## config.mk

```make
export PLATFORM = sky130hd
export DESIGN_NAME = sweep_packet_collector
export DESIGN_NICKNAME = d
export VERILOG_FILES = /design/src/spc_pkg.sv /design/src/spc_cfg.sv /design/src/sweep_packet_collector.sv
export SDC_FILE = /design/constraint.sdc
export NUM_CORES = 1
export LEC_CHECK = 0
export ABC_CLOCK_PERIOD_IN_PS = 2800
export BUFFER_PORTS_ARGS = -buffer_cell sky130_fd_sc_hd__buf_2
export CORE_ASPECT_RATIO = 0.6
export CORE_UTILIZATION = 53
export DETAILED_ROUTE_END_ITERATION = 12
export PLACE_DENSITY = 0.83
export SYNTH_ARGS = -nofsm -noshare
export SYNTH_HDL_FRONTEND = slang
export SYNTH_SLANG_ARGS = --single-unit
```

## constraint.sdc

```tcl
create_clock -name clk_i -period 2.8 [get_ports clk_i]
set_clock_uncertainty 0.15 [all_clocks]
set_input_delay 0.14 -clock clk_i [delete_from_list [all_inputs] [get_ports clk_i]]
set_output_delay 0.14 -clock clk_i [all_outputs]
set_load 0.005 [all_outputs]
```

## src/spc_pkg.sv

```systemverilog
// Shared types and constants for the sweep packet collector.
// No dependencies; used by every module of the block.
`timescale 1ns / 1ps

package spc_pkg;

  // Limits of the packet and word counts
  localparam int unsigned MAX_PACKETS = 16;
  localparam int unsigned MAX_WORDS   = 1024;

  // Header word layout
  localparam logic [7:0] EXP_BIAS   = 8'd243;
  localparam int unsigned NUM_SHIFT = 4;
  localparam int unsigned PRE_SHIFT = 5;

  // Widths
  localparam int unsigned WORD_W   = 16;
  localparam int unsigned VALUE_W  = WORD_W + PRE_SHIFT;
  localparam int unsigned INDEX_W  = 14;
  localparam int unsigned PKT_W    = 4;
  localparam int unsigned PCNT_W   = 5;
  localparam int unsigned WIP_W    = 10;
  localparam int unsigned WCNT_W   = 11;
  localparam int unsigned SHIFT_W  = 4;
  localparam int unsigned CODE_W   = 4;
  localparam int unsigned CFG_IDX_W  = 2;
  localparam int unsigned CFG_DATA_W = 11;

  // Configuration register indexes
  localparam logic [CFG_IDX_W-1:0] CFG_RISE_CODE   = 2'd0;
  localparam logic [CFG_IDX_W-1:0] CFG_FALL_CODE   = 2'd1;
  localparam logic [CFG_IDX_W-1:0] CFG_PACKETS     = 2'd2;
  localparam logic [CFG_IDX_W-1:0] CFG_WORDS       = 2'd3;

  // Sweep phases
  localparam logic PHASE_RISE = 1'b0;
  localparam logic PHASE_FALL = 1'b1;

  typedef struct packed {
    logic [WORD_W-1:0] data_word;
    logic              first_word;
    logic              receive_fail;
  } in_req_t;

  typedef struct packed {
    logic [VALUE_W-1:0] sample_value;
    logic               sweep_select;
    logic [INDEX_W-1:0] sample_index;
    logic               collection_done;
    logic               failed;
  } out_res_t;

  // Settings as the datapath sees them, counts already clamped
  typedef struct packed {
    logic [CODE_W-1:0] rise_code;
    logic [CODE_W-1:0] fall_code;
    logic [PCNT_W-1:0] packets;
    logic [WCNT_W-1:0] words;
  } cfg_t;

endpackage

```

## src/spc_cfg.sv

```systemverilog
// Configuration registers of the sweep packet collector.
// Holds the four settings and clamps the counts; uses spc_pkg.
`timescale 1ns / 1ps

module spc_cfg (
  input  logic                           clk_i,
  input  logic                           rst_ni,
  input  logic                           cfg_we_i,
  input  logic [spc_pkg::CFG_IDX_W-1:0]  cfg_idx_i,
  input  logic [spc_pkg::CFG_DATA_W-1:0] cfg_wdata_i,
  output spc_pkg::cfg_t                  cfg_o
);

  logic [spc_pkg::CODE_W-1:0] rise_q, fall_q;
  logic [spc_pkg::PCNT_W-1:0] pkts_q;
  logic [spc_pkg::WCNT_W-1:0] words_q;

  // Write the addressed register
  always_ff @(posedge clk_i or negedge rst_ni) begin
    if (!rst_ni) begin
      rise_q  <= spc_pkg::CODE_W'(0);
      fall_q  <= spc_pkg::CODE_W'(1);
      pkts_q  <= spc_pkg::PCNT_W'(4);
      words_q <= spc_pkg::WCNT_W'(256);
    end else if (cfg_we_i) begin
      case (cfg_idx_i)
        spc_pkg::CFG_RISE_CODE: rise_q  <= cfg_wdata_i[spc_pkg::CODE_W-1:0];
        spc_pkg::CFG_FALL_CODE: fall_q  <= cfg_wdata_i[spc_pkg::CODE_W-1:0];
        spc_pkg::CFG_PACKETS:   pkts_q  <= cfg_wdata_i[spc_pkg::PCNT_W-1:0];
        spc_pkg::CFG_WORDS:     words_q <= cfg_wdata_i[spc_pkg::WCNT_W-1:0];
        default: ;
      endcase
    end
  end

  // Clamp counts into their legal range
  always_comb begin
    cfg_o.rise_code = rise_q;
    cfg_o.fall_code = fall_q;
    if (pkts_q == '0) begin
      cfg_o.packets = spc_pkg::PCNT_W'(1);
    end else if (pkts_q > spc_pkg::PCNT_W'(spc_pkg::MAX_PACKETS)) begin
      cfg_o.packets = spc_pkg::PCNT_W'(spc_pkg::MAX_PACKETS);
    end else begin
      cfg_o.packets = pkts_q;
    end
    if (words_q == '0) begin
      cfg_o.words = spc_pkg::WCNT_W'(1);
    end else if (words_q > spc_pkg::WCNT_W'(spc_pkg::MAX_WORDS)) begin
      cfg_o.words = spc_pkg::WCNT_W'(spc_pkg::MAX_WORDS);
    end else begin
      cfg_o.words = words_q;
    end
  end

endmodule

```

## src/sweep_packet_collector.sv

```systemverilog
// Sweep packet collector: packet sequencing, sample scaling and result register.
// Uses spc_pkg and spc_cfg.
`timescale 1ns / 1ps

// Takes one packet word per cycle and gives at most one sample per word, in the
// cycle after the word is accepted. Throughput is one word per cycle while the
// result side takes results; the single result register sets that figure, and
// a word is accepted while a finished result is being taken in the same cycle.
// Header words and words of skipped packets give no result. A receive failure
// gives one result with failed set and restarts collection at the rise sweep.
// Settings may be written only while the block is idle.
module sweep_packet_collector (
  input  logic                           clk_i,
  input  logic                           rst_ni,
  input  logic                           cfg_we_i,
  input  logic [spc_pkg::CFG_IDX_W-1:0]  cfg_idx_i,
  input  logic [spc_pkg::CFG_DATA_W-1:0] cfg_wdata_i,
  input  logic                           in_valid_i,
  output logic                           in_ready_o,
  input  spc_pkg::in_req_t               in_req_i,
  output logic                           out_valid_o,
  input  logic                           out_ready_i,
  output spc_pkg::out_res_t              out_res_o
);

  spc_pkg::cfg_t cfg;

  logic                         phase_q, phase_d;
  logic [spc_pkg::PKT_W-1:0]    exp_pkt_q, exp_pkt_d;
  logic [spc_pkg::WIP_W-1:0]    wip_q, wip_d;
  logic                         acc_q, acc_d;
  logic [spc_pkg::SHIFT_W-1:0]  shift_q, shift_d;
  logic [spc_pkg::INDEX_W-1:0]  offs_q, offs_d;

  logic                         out_valid_q, out_valid_d;
  spc_pkg::out_res_t            out_res_q, out_res_d;

  logic                         accept;
  logic                         res_valid;
  logic [spc_pkg::CODE_W-1:0]   hdr_dir, want_dir;
  logic [spc_pkg::PKT_W-1:0]    hdr_num;
  logic [7:0]                   hdr_hi, hdr_exp;
  logic [spc_pkg::WCNT_W-1:0]   wip_inc;
  logic [spc_pkg::PCNT_W-1:0]   pkt_inc;
  logic [spc_pkg::VALUE_W-1:0]  scaled;

  spc_cfg u_cfg (
    .clk_i       (clk_i),
    .rst_ni      (rst_ni),
    .cfg_we_i    (cfg_we_i),
    .cfg_idx_i   (cfg_idx_i),
    .cfg_wdata_i (cfg_wdata_i),
    .cfg_o       (cfg)
  );

  // Take a request when the result register is empty or being drained
  assign in_ready_o = !out_valid_q || out_ready_i;
  assign accept     = in_valid_i && in_ready_o;

  // Decode header fields
  assign hdr_dir  = in_req_i.data_word[spc_pkg::CODE_W-1:0];
  assign hdr_num  = in_req_i.data_word[spc_pkg::NUM_SHIFT +: spc_pkg::PKT_W];
  assign hdr_hi   = in_req_i.data_word[15:8];
  assign hdr_exp  = hdr_hi - spc_pkg::EXP_BIAS;
  assign want_dir = (phase_q == spc_pkg::PHASE_FALL) ? cfg.fall_code : cfg.rise_code;

  // Scale the sample and advance the counters
  assign scaled  = {in_req_i.data_word, spc_pkg::PRE_SHIFT'(0)} >> shift_q;
  assign wip_inc = spc_pkg::WCNT_W'(wip_q) + spc_pkg::WCNT_W'(1);
  assign pkt_inc = spc_pkg::PCNT_W'(exp_pkt_q) + spc_pkg::PCNT_W'(1);

  // Next collection state and result
  always_comb begin
    phase_d   = phase_q;
    exp_pkt_d = exp_pkt_q;
    wip_d     = wip_q;
    acc_d     = acc_q;
    shift_d   = shift_q;
    offs_d    = offs_q;
    res_valid = 1'b0;

    out_res_d.sample_value    = scaled;
    out_res_d.sweep_select    = phase_q;
    out_res_d.sample_index    = offs_q + spc_pkg::INDEX_W'(wip_q);
    out_res_d.collection_done = 1'b0;
    out_res_d.failed          = 1'b0;

    if (in_req_i.receive_fail) begin
      // Abort: restart and report the failure
      phase_d   = spc_pkg::PHASE_RISE;
      exp_pkt_d = '0;
      wip_d     = '0;
      acc_d     = 1'b0;
      shift_d   = '0;
      offs_d    = '0;
      res_valid = 1'b1;
      out_res_d = '0;
      out_res_d.failed = 1'b1;
    end else if (in_req_i.first_word) begin
      // Open the packet if it is the one expected, otherwise skip it
      wip_d = '0;
      if (hdr_num == exp_pkt_q && hdr_dir == want_dir) begin
        acc_d   = 1'b1;
        shift_d = (hdr_hi < spc_pkg::EXP_BIAS) ? '0 : hdr_exp[spc_pkg::SHIFT_W-1:0];
      end else begin
        acc_d = 1'b0;
      end
    end else if (acc_q) begin
      res_valid = 1'b1;
      wip_d     = wip_inc[spc_pkg::WIP_W-1:0];
      if (wip_inc >= cfg.words) begin
        // Close the packet
        acc_d  = 1'b0;
        wip_d  = '0;
        offs_d = offs_q + spc_pkg::INDEX_W'(cfg.words);
        if (pkt_inc >= cfg.packets) begin
          if (phase_q == spc_pkg::PHASE_RISE) begin
            phase_d   = spc_pkg::PHASE_FALL;
            exp_pkt_d = '0;
            offs_d    = '0;
          end else begin
            out_res_d.collection_done = 1'b1;
            phase_d   = spc_pkg::PHASE_RISE;
            exp_pkt_d = '0;
            shift_d   = '0;
            offs_d    = '0;
          end
        end else begin
          exp_pkt_d = pkt_inc[spc_pkg::PKT_W-1:0];
        end
      end
    end
  end

  // Hold or load the result register
  always_comb begin
    out_valid_d = out_valid_q;
    if (accept) begin
      out_valid_d = res_valid;
    end else if (out_ready_i) begin
      out_valid_d = 1'b0;
    end
  end

  // Collection state
  always_ff @(posedge clk_i or negedge rst_ni) begin
    if (!rst_ni) begin
      phase_q     <= spc_pkg::PHASE_RISE;
      exp_pkt_q   <= '0;
      wip_q       <= '0;
      acc_q       <= 1'b0;
      shift_q     <= '0;
      offs_q      <= '0;
      out_valid_q <= 1'b0;
    end else begin
      out_valid_q <= out_valid_d;
      if (accept) begin
        phase_q   <= phase_d;
        exp_pkt_q <= exp_pkt_d;
        wip_q     <= wip_d;
        acc_q     <= acc_d;
        shift_q   <= shift_d;
        offs_q    <= offs_d;
      end
    end
  end

  // Result payload
  always_ff @(posedge clk_i) begin
    if (accept && res_valid) begin
      out_res_q <= out_res_d;
    end
  end

  assign out_valid_o = out_valid_q;
  assign out_res_o   = out_res_q;

endmodule

```

; ---- Yosys cells after proc, flatten, opt, wreduce, memory -nomap -nowiden
; Index checks and enable logic that the tools add are counted.
[word_totals]
regBits = 97
word_cells = 107
output_inout_bits = 40
[op_classes]
n_reduce_logical = 25
bitwise_logic = 3
magnitude_cmp = 5
muxes = 45
add_sub_neg = 5
eq_ne = 7
n_shift = 1
[ops]
columns = operator, count
row1 = $mux 14, 5
row2 = $mux 4, 14
row3 = $mux 10, 4
row4 = $mux 11, 2
row5 = $shr 21x4->21, 1
row6 = $mux 1, 18
row7 = $add 14x10->14, 1
row8 = $add 14x11->14, 1
row9 = $reduce_bool 3->1, 4
row10 = $add 10x1->11 const B, 1
row11 = $ge 11x11->1, 1
row12 = $gt 11x11->1 const B, 1
row13 = $logic_not 11->1, 1
row14 = $mux 5, 2
row15 = $reduce_and 2->1, 5
row16 = $eq 4x4->1, 2
row17 = $lt 8x8->1 const B, 1
row18 = $reduce_bool 2->1, 4
row19 = $reduce_and 6->1, 1
row20 = $add 4x1->5 const B, 1
row21 = $ge 5x5->1, 1
row22 = $gt 5x5->1 const B, 1
row23 = $logic_not 5->1, 1
row24 = $reduce_and 5->1, 1
row25 = other kinds (12), 17

; ---- Depth between registers and ports, before layout
; Gate-level depths: netlist of run 1.
[logic_depth]
depth_word = 9
depth_mapped = 16
depth_no_buf = 15

; ---- By module
; A second synthesis of run 1 with hierarchy kept.
[unflattened]
cells_unflattened = 640
hier_area_um2 = 6399.9
[by_module_without_submodules]
columns = mod, area_each_um2, n_inst, cells_each
row1 = sweep_packet_collector, 5301.3, 1, 564
row2 = spc_cfg, 1098.6, 1, 76

; ---- Worst setup path after synthesis of run 1
; Ideal clock, no wire load.
[synth_path]
path_kind = register -> register
from = register wip_q[0] in the netlist's numbering
to = register shift_q[0] in the netlist's numbering
arrival_time_ns = 2.751
slack_ns = -0.229
stages_incl_launch_ff = 16
period_less_slack_ns = 3.029
t_required_ns = 2.522
path_cell_list = dfrtp_1 > ha_1 > inv_1 > nor2_1 > nand3_1 > inv_1 > nand3_1 > xnor2_1 > ha_1 > a21o_1 > a221oi_2 > o211ai_1 > and2_4 > nand4b_2 > a31oi_4 > mux2_1
[synth_via]
elab_chain_len = 4
[synth_rtl]
columns = element, line_no
row1 = from (decl), sweep_packet_collector.sv:30  ; logic [spc_pkg::WIP_W-1:0] wip_q, wip_d;
row2 = from (signal assigned), sweep_packet_collector.sv:160  ; wip_q <= wip_d;
row3 = $add 10x1->11, sweep_packet_collector.sv:69  ; assign wip_inc = spc_pkg::WCNT_W'(wip_q) + spc_pkg::WCNT_W'(1);
row4 = $ge 11x11->1, sweep_packet_collector.sv:111  ; if (wip_inc >= cfg.words) begin
row5 = $reduce_bool 3->1 (no source line), -
row6 = $reduce_and 6->1 (no source line), -
row7 = to (signal assigned), sweep_packet_collector.sv:162  ; shift_q <= shift_d;
row8 = to (decl), sweep_packet_collector.sv:32  ; logic [spc_pkg::SHIFT_W-1:0] shift_q, shift_d;
; No other way between the ends.
; A chain may end at the register's enable or synchronous reset.

; ---- Worst setup path in the final report of run 1
[layout_path]
from = register wip_q[0] in the netlist's numbering
to = register phase_q
[layout_via]
elab_chain_len = 4
[layout_rtl]
columns = element, line_no
row1 = $add 10x1->11, sweep_packet_collector.sv:69
row2 = $ge 11x11->1, sweep_packet_collector.sv:111
row3 = $reduce_bool 2->1 (no source line), -
row4 = $reduce_and 5->1 (no source line), -
row5 = to (signal assigned), sweep_packet_collector.sv:148  ; phase_q <= spc_pkg::PHASE_RISE;
row6 = to (signal assigned), sweep_packet_collector.sv:158  ; phase_q <= phase_d;
row7 = to (decl), sweep_packet_collector.sv:28  ; logic phase_q, phase_d;
; No other way between the ends.

==> results of run 1 <==
logic make-up after synthesis:
logic type	synth area share, %
buffers and inverters	3.14
adders and majority gates	8.80
muxes	11.6
xor gates and xnor gates	5.27
AOI/OAI and AO/OA	13.9
and+or+nand+nor	14.6
DFF	42.7
routing by layer:
| metal | wire length (µm) | GRT usage (%) |
|---|---|---|
| met5 | 0 | 0 |
| met1 | 7830 | 40.1 |
| met3 | 1350 | 5.53 |
| met2 | 7540 | 41.6 |
| met4 | 358 | 7.81 |
metrics by stage:
stage	total power, µW	utilization [%]	hold WS (ns)
2_1_floorplan	2270	-	-0.306
3_3_place_gp	2570	62.2	0.0773
3_5_place_dp	2630	62.2	0.0911
4_1_cts	4090	68.1	0.0175
5_1_grt	4310	70.4	0.0636
6_report	4170	70.4	0.0396
power by group:
group	switching, µW	internal, µW
Combinational	550	446
Sequential	131	1620
Clock	560	863
Total	1240	2930
layout by cell type, fill, tap and decap left out, drive strengths merged, types with 16 or more instances in the layout:
cell	synthesis	final
xor2	21	21
mux2i	33	33
ha	40	40
edfxtp	38	38
nor2	52	52
inv	25	27
dfrtp	56	56
nor3	16	16
mux2	34	34
xnor2	16	16
o21ai	28	28
a21oi	34	34
a211oi	16	16
buf	10	135
nand2	47	47
worst min-delay path: cells and delay by family:
kind | cells | cell delay, ns
buffers and inverters | 1 | 0.10
AND/OR/NAND/NOR | 1 | 0.11
AO/OA/AOI/OAI | 1 | 0.15
area by class of cell:
type	instances	area (µm²)
Multi-Input combinational cell	458	3620
Fill cell	769	3350
Sequential cell	97	2620
Timing Repair Buffer	151	1050
Clock buffer	13	304
Tap cell	160	200
Inverter	26	104
Clock inverter	3	47.5
flip-flops by register name (all words and copies together) (netlist names), 4 cells and up:
register / count
u_cfg.words_q: 11
u_cfg.fall_q: 4
out_res_o: 38
wip_q: 10
shift_q: 4
offs_q: 14
u_cfg.rise_q: 4
u_cfg.pkts_q: 5
exp_pkt_q: 4
worst max path at each step:
stage | endpoint | slack [ns] | depth (start not counted)
finish | phase_q | -0.33 | 17
global route | phase_q | -0.45 | 17
CTS | shift_q[2] | -0.15 | 13
detailed placement | offs_q[11] | -0.16 | 15
global placement | offs_q[12] | -0.07 | 15
floorplan | shift_q[2] | -0.04 | 15
repair_timing:
item | CTS | global route
resized for setup | 26 | 37
hold buffers | 14 | 0
pin swaps | 12 | 16
cloned | 0 | 2
setup buffers | 7 | 9
endpoints found under the hold margin | 54 | 0
endpoints found under the setup margin | 35 | 37
==> impl_table.tex, run 1 <==
\begin{tabular}{lr}
\hline
Metric & Value \\
\hline
\multicolumn{2}{l}{\textbf{Outcome}} \\
Run status & finished, violations left \\
Failing checks & setup timing \\
\multicolumn{2}{l}{\textbf{Clock network}} \\
Number of clock sinks & between 90 and 100 \\
Max Root-Sink Buffers & 2 \\
Worst-path clk slew & approximately 0.07 ns \\
Clk Tree Root Cell & sky130\_fd\_sc\_hd\_\_clkbuf\_16 \\
Clock tree from TritonCTS & done \\
Number of levels the H-tree was split into & 3 \\
Clock buffer count from CTS & 9 \\
Insertion delay of the later-clocked pin in the worst-skew pair & 0.35 ns \\
\multicolumn{2}{l}{\textbf{Detailed routing}} \\
Vias per Instance & 5.92 \\
Number of remaining DRC errors & 0 \\
Number of search-and-repair iterations in the first detailed-routing pass & 5 \\
Total routed wirelength & 17.1 mm \\
Post-DRT Antenna Nets & 0 \\
Average detailed-routed wire length per instance & 18.8 µm \\
Overall via count from detail\_route & 5,373 \\
Number of DRC markers after the initial detailed-route iteration & roughly 460 \\
\multicolumn{2}{l}{\textbf{Floorplan}} \\
Die span in y & 85.4 µm \\
Die outline area & around 12,000 µm² \\
Core area & approximately 11,000 µm² \\
Die Span X & $\sim$140 µm \\
Site Rows & 30 \\
Initial standard-cell utilization of the core & a little over half \\
\# IOs & 76 \\
\multicolumn{2}{l}{\textbf{Pwr}} \\
Leakage & approximately 0.0037 µW \\
Worst IR Drop VDD & 0.377 mV \\
Pwr/cell area & 524 nW/µm² \\
\multicolumn{2}{l}{\textbf{Timing}} \\
Fmax achieved & 319 MHz \\
Share of the clock period used by the worst path after layout & 112\% \\
Final hold violation count & 0 \\
Tmin final & roughly 3.1 ns \\
Unrepaired setup endpoints after global routing & true \\
PnR worst setup slack & -0.334 ns \\
Final number of setup-violating endpoints & 35 \\
Worst max-slew margin expressed relative to the limit & roughly two fifths \\
Accumulated negative setup slack & -5.96 ns \\
Final Slew Violations & 0 \\
Transition time at the pin with the least slew margin & about 0.92 ns \\
\multicolumn{2}{l}{\textbf{Placed design}} \\
HPWL after detailed placement & around 12 mm \\
Inst Count DP & between 800 and 900 \\
Routability congestion estimate & around 0.93 \\
Dpl ws & -0.165 ns \\
Count of input and output buffers & 75 \\
Placed Area & between 7000 and 8000 µm² \\
\multicolumn{2}{l}{\textbf{Worst setup path}} \\
Setup Crit Path Kind & reg2reg \\
Critical register-to-register path endpoint & phase\_q \\
Stage delay of the slowest cell on the critical path & 0.40 ns \\
Kind of end point of the critical path & register \\
Critical Path Slowest Stage Cell & sky130\_fd\_sc\_hd\_\_dfrtp\_1 \\
Dominant delay contributor by cell family on the critical path & compound AO/OA/AOI/OAI gates \\
Buffers \& Inverters on Critical Path & 4 \\
Series of cell instances along the critical path & ha\_2 -> inv\_2 -> nor2\_4 -> nand3\_4 -> inv\_4 -> nand3\_4 -> xnor2\_4 -> ha\_4 -> a21o\_1 -> a221oi\_2 -> buf\_4 -> nand2\_4 -> o21ai\_4 -> buf\_6 -> nor3\_1 -> a21oi\_1 -> o21ai\_1 \\
Worst reg2reg path depth & 17 \\
FF-to-FF setup slack & -0.33 ns \\
CP Data Arrival Time & 3.21 ns \\
Launching element of the worst setup path & wip\_q[0] \\
Most used cell along the critical path & sky130\_fd\_sc\_hd\_\_nand3\_4 \\
Beginning of the worst register-to-register path & wip\_q[0] \\
Setup crit start kind & register \\
Endpoint required time on the critical path & about 2.9 ns \\
CP Max Fanout & 5 \\
\multicolumn{2}{l}{\textbf{Synthesis}} \\
Mapped Nets & between 600 and 700 \\
Yosys top cell by area & sky130\_fd\_sc\_hd\_\_dfrtp\_1 \\
Leading post-synthesis cells by cell area & sky130\_fd\_sc\_hd\_\_dfrtp\_1, sky130\_fd\_sc\_hd\_\_edfxtp\_1, sky130\_fd\_sc\_hd\_\_ha\_1 \\
Distinct cell type count of the synthesized netlist & just over 60 \\
Total standard cell area after synthesis & between 6000 and 7000 µm² \\
Number of enable flip-flop cells after synthesis & 38 \\
Share of the synthesized area in the top cell type & between 20\% and 30\% \\
Number of synthesized register bits & between 90 and 100 \\
Register area share after synthesis & about 43\% \\
Yosys warns & 0 \\
Most instantiated library cell after synthesis & sky130\_fd\_sc\_hd\_\_dfrtp\_1 \\
Synthesized instance count & between 600 and 700 \\
Syn Area/Cell & slightly above 10 µm² \\
Ys async rst share & about three fifths \\
Flip-flop cell with the highest count after synthesis & sky130\_fd\_sc\_hd\_\_dfrtp\_1 \\
Most frequent cells after synthesis & sky130\_fd\_sc\_hd\_\_dfrtp\_1, sky130\_fd\_sc\_hd\_\_nor2\_1, sky130\_fd\_sc\_hd\_\_nand2\_1 \\
\multicolumn{2}{l}{\textbf{Hold path}} \\
Origin of the worst min-delay path & in\_valid\_i \\
Cell count of the worst hold path & 3 \\
Min-Delay Path Class & in2reg \\
Worst-case hold path end point & out\_valid\_o \\
\multicolumn{2}{l}{\textbf{GRT}} \\
Wire length of the first global-routing pass & 25.2 mm \\
Via count of the first global-routing pass & slightly below 5,000 \\
Number of antenna violations at the first check in global routing & 0 \\
GRT overflow & 0 \\
Tot GR Track Use & 27.5\% \\
Largest net degree at the start of global routing & 38 \\
\multicolumn{2}{l}{\textbf{Final layout}} \\
Total Nets Final & between 800 and 900 \\
Layout cell share with drive strength beyond 1 & between 30\% and 40\% \\
Final instance area & a little under 8000 µm² \\
Synth-to-layout area growth & 29.4\% \\
Non-filler instance count after layout & roughly 910 \\
Final antenna diode count & 0 \\
\multicolumn{2}{l}{\textbf{Flow run}} \\
Maximum capacitance violations & 0 \\
\hline
\end{tabular}
(Power assumes the default switching activity.)
==> inputs of run 2 (changes only) <==
--- a/config.mk
+++ b/config.mk
@@ -8,9 +8,9 @@
 export ABC_CLOCK_PERIOD_IN_PS = 2800
 export BUFFER_PORTS_ARGS = -buffer_cell sky130_fd_sc_hd__buf_2
 export CORE_ASPECT_RATIO = 0.6
-export CORE_UTILIZATION = 53
+export CORE_UTILIZATION = 40
 export DETAILED_ROUTE_END_ITERATION = 12
-export PLACE_DENSITY = 0.83
+export PLACE_DENSITY = 0.67
 export SYNTH_ARGS = -nofsm -noshare
 export SYNTH_HDL_FRONTEND = slang
 export SYNTH_SLANG_ARGS = --single-unit
==> run 2 against run 1 <==
Against the previous run: the flow still finishes with violations (setup timing); sequential power about the same; final cell count increased by 5.2%; via count decreased by 4.1%; clock power about the same.
==> impl_table.tex, run 2 (synthesis gave the netlist of run 1 again) <==
\begin{tabular}{lr}
\hline
Metric & Value \\
\hline
\multicolumn{2}{l}{\textbf{Outcome}} \\
Run status & finished, violations left \\
Failing checks & setup timing \\
\multicolumn{2}{l}{\textbf{GRT}} \\
Via count of the first global-routing pass & 4,904 (-1.4\%) \\
Largest net degree at the start of global routing & 60 (+58\%) \\
Number of antenna violations at the first check in global routing & 0 (unchanged) \\
Tot GR Track Use & 20.9\% (-6.6 points) \\
GRT overflow & 0 (unchanged) \\
Wire length of the first global-routing pass & 25.6 mm (+1.5\%) \\
\multicolumn{2}{l}{\textbf{Flow run}} \\
Maximum capacitance violations & 0 (unchanged) \\
\multicolumn{2}{l}{\textbf{Timing}} \\
Unrepaired setup endpoints after global routing & true \\
Transition time at the pin with the least slew margin & 0.922 ns (-0.00247 ns) \\
Final Slew Violations & 0 (unchanged) \\
Fmax achieved & 331 MHz (+3.8\%) \\
Accumulated negative setup slack & -5.20 ns (+0.761 ns) \\
PnR worst setup slack & -0.219 ns (+0.115 ns) \\
Worst max-slew margin expressed relative to the limit & 38.6\% (+0.16 points) \\
Tmin final & 3.02 ns (-0.115 ns) \\
Final hold violation count & 0 (unchanged) \\
Share of the clock period used by the worst path after layout & 108\% (-4.1 points) \\
Final number of setup-violating endpoints & 35 (unchanged) \\
\multicolumn{2}{l}{\textbf{Final layout}} \\
Synth-to-layout area growth & 30.0\% \\
Layout cell share with drive strength beyond 1 & 33.3\% (+0.80 points) \\
Total Nets Final & 830 (+1.1\%) \\
Final antenna diode count & 0 (unchanged) \\
Top library cells by usage in the layout, fill and taps aside & sky130\_fd\_sc\_hd\_\_buf\_2, sky130\_fd\_sc\_hd\_\_buf\_4, sky130\_fd\_sc\_hd\_\_dfrtp\_1, sky130\_fd\_sc\_hd\_\_nor2\_1, sky130\_fd\_sc\_hd\_\_nand2\_1 \\
Post-layout utilization of the core & 54.1\% (-16 points) \\
Multi-input combinational cell area & 3580 µm² (-1.2\%) \\
Layout fillers & 1,289 (+68\%) \\
Area of all sequential standard cells & 2620 µm² (unchanged) \\
Largest register FFs & 38 (unchanged) \\
Most common cell after layout, fill and taps aside & sky130\_fd\_sc\_hd\_\_buf\_2 \\
\multicolumn{2}{l}{\textbf{Worst setup path}} \\
Endpoint required time on the critical path & 2.91 ns (+0.03 ns) \\
Kind of end point of the critical path & register \\
Stage delay of the slowest cell on the critical path & 0.39 ns (about the same) \\
Buffers \& Inverters on Critical Path & 3 (-1) \\
Setup crit start kind & register \\
FF-to-FF setup slack & -0.22 ns (+0.11 ns) \\
Dominant delay contributor by cell family on the critical path & simple AND/OR/NAND/NOR gates \\
Beginning of the worst register-to-register path & wip\_q[0] \\
Series of cell instances along the critical path & ha\_2 -> inv\_2 -> nor2\_4 -> nand3\_4 -> inv\_2 -> nand3\_2 -> xnor2\_2 -> ha\_2 -> a21o\_1 -> a221oi\_2 -> o211ai\_1 -> and2\_4 -> nor4\_4 -> buf\_4 -> a21oi\_2 -> mux2i\_1 \\
CP Max Fanout & 5 (unchanged) \\
Critical register-to-register path endpoint & wip\_q[2] \\
Worst reg2reg path depth & 16 (-1) \\
CP Data Arrival Time & 3.13 ns (-0.08 ns) \\
Setup Crit Path Kind & reg2reg \\
Critical Path Slowest Stage Cell & sky130\_fd\_sc\_hd\_\_dfrtp\_1 \\
\multicolumn{2}{l}{\textbf{Detailed routing}} \\
Number of remaining DRC errors & 0 (unchanged) \\
Average detailed-routed wire length per instance & 17.1 µm (-9.1\%) \\
Number of search-and-repair iterations in the first detailed-routing pass & 5 (unchanged) \\
Post-DRT Antenna Nets & 0 (unchanged) \\
Number of DRC markers after the initial detailed-route iteration & 302 (-35\%) \\
Total routed wirelength & 16.3 mm (-4.4\%) \\
Overall via count from detail\_route & 5,155 (-4.1\%) \\
Vias per Instance & 5.40 (-8.8\%) \\
\multicolumn{2}{l}{\textbf{Clock network}} \\
Worst-path clk slew & 0.07 ns (about the same) \\
Number of clock sinks & 97 (unchanged) \\
Clock tree from TritonCTS & done \\
Number of levels the H-tree was split into & 3 (unchanged) \\
Insertion delay of the later-clocked pin in the worst-skew pair & 0.35 ns (about the same) \\
Clock buffer count from CTS & 9 (unchanged) \\
Max Root-Sink Buffers & 2 (unchanged) \\
Clk Tree Root Cell & sky130\_fd\_sc\_hd\_\_clkbuf\_16 \\
\multicolumn{2}{l}{\textbf{Hold path}} \\
Worst-case hold path end point & out\_valid\_o \\
Min-Delay Path Class & in2reg \\
Cell count of the worst hold path & 3 (unchanged) \\
Origin of the worst min-delay path & in\_valid\_i \\
\multicolumn{2}{l}{\textbf{Floorplan}} \\
Initial standard-cell utilization of the core & 41.6\% (-13 points) \\
\# IOs & 76 (unchanged) \\
Die outline area & 15,900 µm² (+32\%) \\
Core area & 14,800 µm² (+31\%) \\
Site Rows & 34 (+13\%) \\
Die Span X & 162 µm (+15\%) \\
Die span in y & 98.0 µm (+15\%) \\
\multicolumn{2}{l}{\textbf{Placed design}} \\
Count of input and output buffers & 75 (unchanged) \\
HPWL after detailed placement & 12.2 mm (+1.5\%) \\
Routability congestion estimate & 0.872 (-6.7\%) \\
\multicolumn{2}{l}{\textbf{Pwr}} \\
Worst IR Drop VDD & 0.328 mV (-13\%) \\
Leakage & 0.00368 µW (+0.69\%) \\
Pwr/cell area & 519 nW/µm² (-0.88\%) \\
\hline
\end{tabular}
run 2: cell count changes in the layout (fill, tap and decap cells not counted), moves of 3 or more:
cell | before | now
sky130_fd_sc_hd__buf_6 | 5 | 12
sky130_fd_sc_hd__buf_4 | 53 | 59
sky130_fd_sc_hd__clkbuf_16 | 14 | 9
sky130_fd_sc_hd__o21ai_2 | 6 | 9
sky130_fd_sc_hd__o21ai_1 | 16 | 12
sky130_fd_sc_hd__nand3_1 | 9 | 12
run 2: per-layer routing:
| layer | part of all wire, % | wire (µm) | track usage (%) | vias to the layer above |
|---|---|---|---|---|
| met5 | 0 | 0 | 0 | - |
| met4 | 0.78 | 127 | 3.99 | 0 |
| met3 | 7.2 | 1170 | 5.52 | 12 |
| met2 | 41 | 6740 | 29.6 | 159 |
| met1 | 51 | 8280 | 31.7 | 2486 |
| li1 | - | - | - | 2498 |
run 2: final cells by class:
type	count	area share (%)
clock buffers	9	2.82
clock inverters	7	1.55
inverters	26	1.22
multi-input cells	458	44.8
flip-flops and latches	97	32.8
well taps	198	3.10
repair buffers	160	13.7
run 2: worst max-delay path by stage:
stage          cells past startpoint  slack [ns]    endpoint              from
2_1_floorplan                     15       -0.04  shift_q[2]          wip_q[0]
3_3_place_gp                      14       -0.11  shift_q[1]          wip_q[0]
3_5_place_dp                      13       -0.19    wip_q[5]  u_cfg.words_q[7]
4_1_cts                           12       -0.15  shift_q[1]          wip_q[0]
5_1_grt                           16       -0.34    wip_q[2]          wip_q[0]
6_report                          16       -0.22    wip_q[2]          wip_q[0]
run 2: tightest hold or removal path: stages:
cell                       delay [ns]
sky130_fd_sc_hd__buf_2           0.08
sky130_fd_sc_hd__o211ai_1        0.14
sky130_fd_sc_hd__nand2_1         0.10
run 2: metrics by stage:
stage          hold WS (ns)  std cells  setup WS (ns)  total power [µW]  area, µm²
4_1_cts            0.000358        950         -0.152              4120       7800
3_5_place_dp          0.192        910         -0.190              2640       7140
2_1_floorplan        -0.306        602        -0.0384              2270       6190
5_1_grt              0.0221        955         -0.342              4350       7990
6_report            0.00238        955         -0.219              4150       7990
3_3_place_gp          0.173        910         -0.107              2600       7140
run 2: repair_timing:
item                       in CTS  in global routing
hold buffers                   14                  0
setup buffers                   8                  6
gates cloned                    2                  0
resized for setup              26                 37
hold endpoints to repair       82                  0
setup endpoints to repair      35                 37
pin swaps                      25                 18
run 2: power by group:
part           internal [µW]  leakage (µW)  switching, µW
logic                    438       0.00238            532
registers               1620       0.00112            124
clock network            881      0.000167            556
total                   2940       0.00368           1210
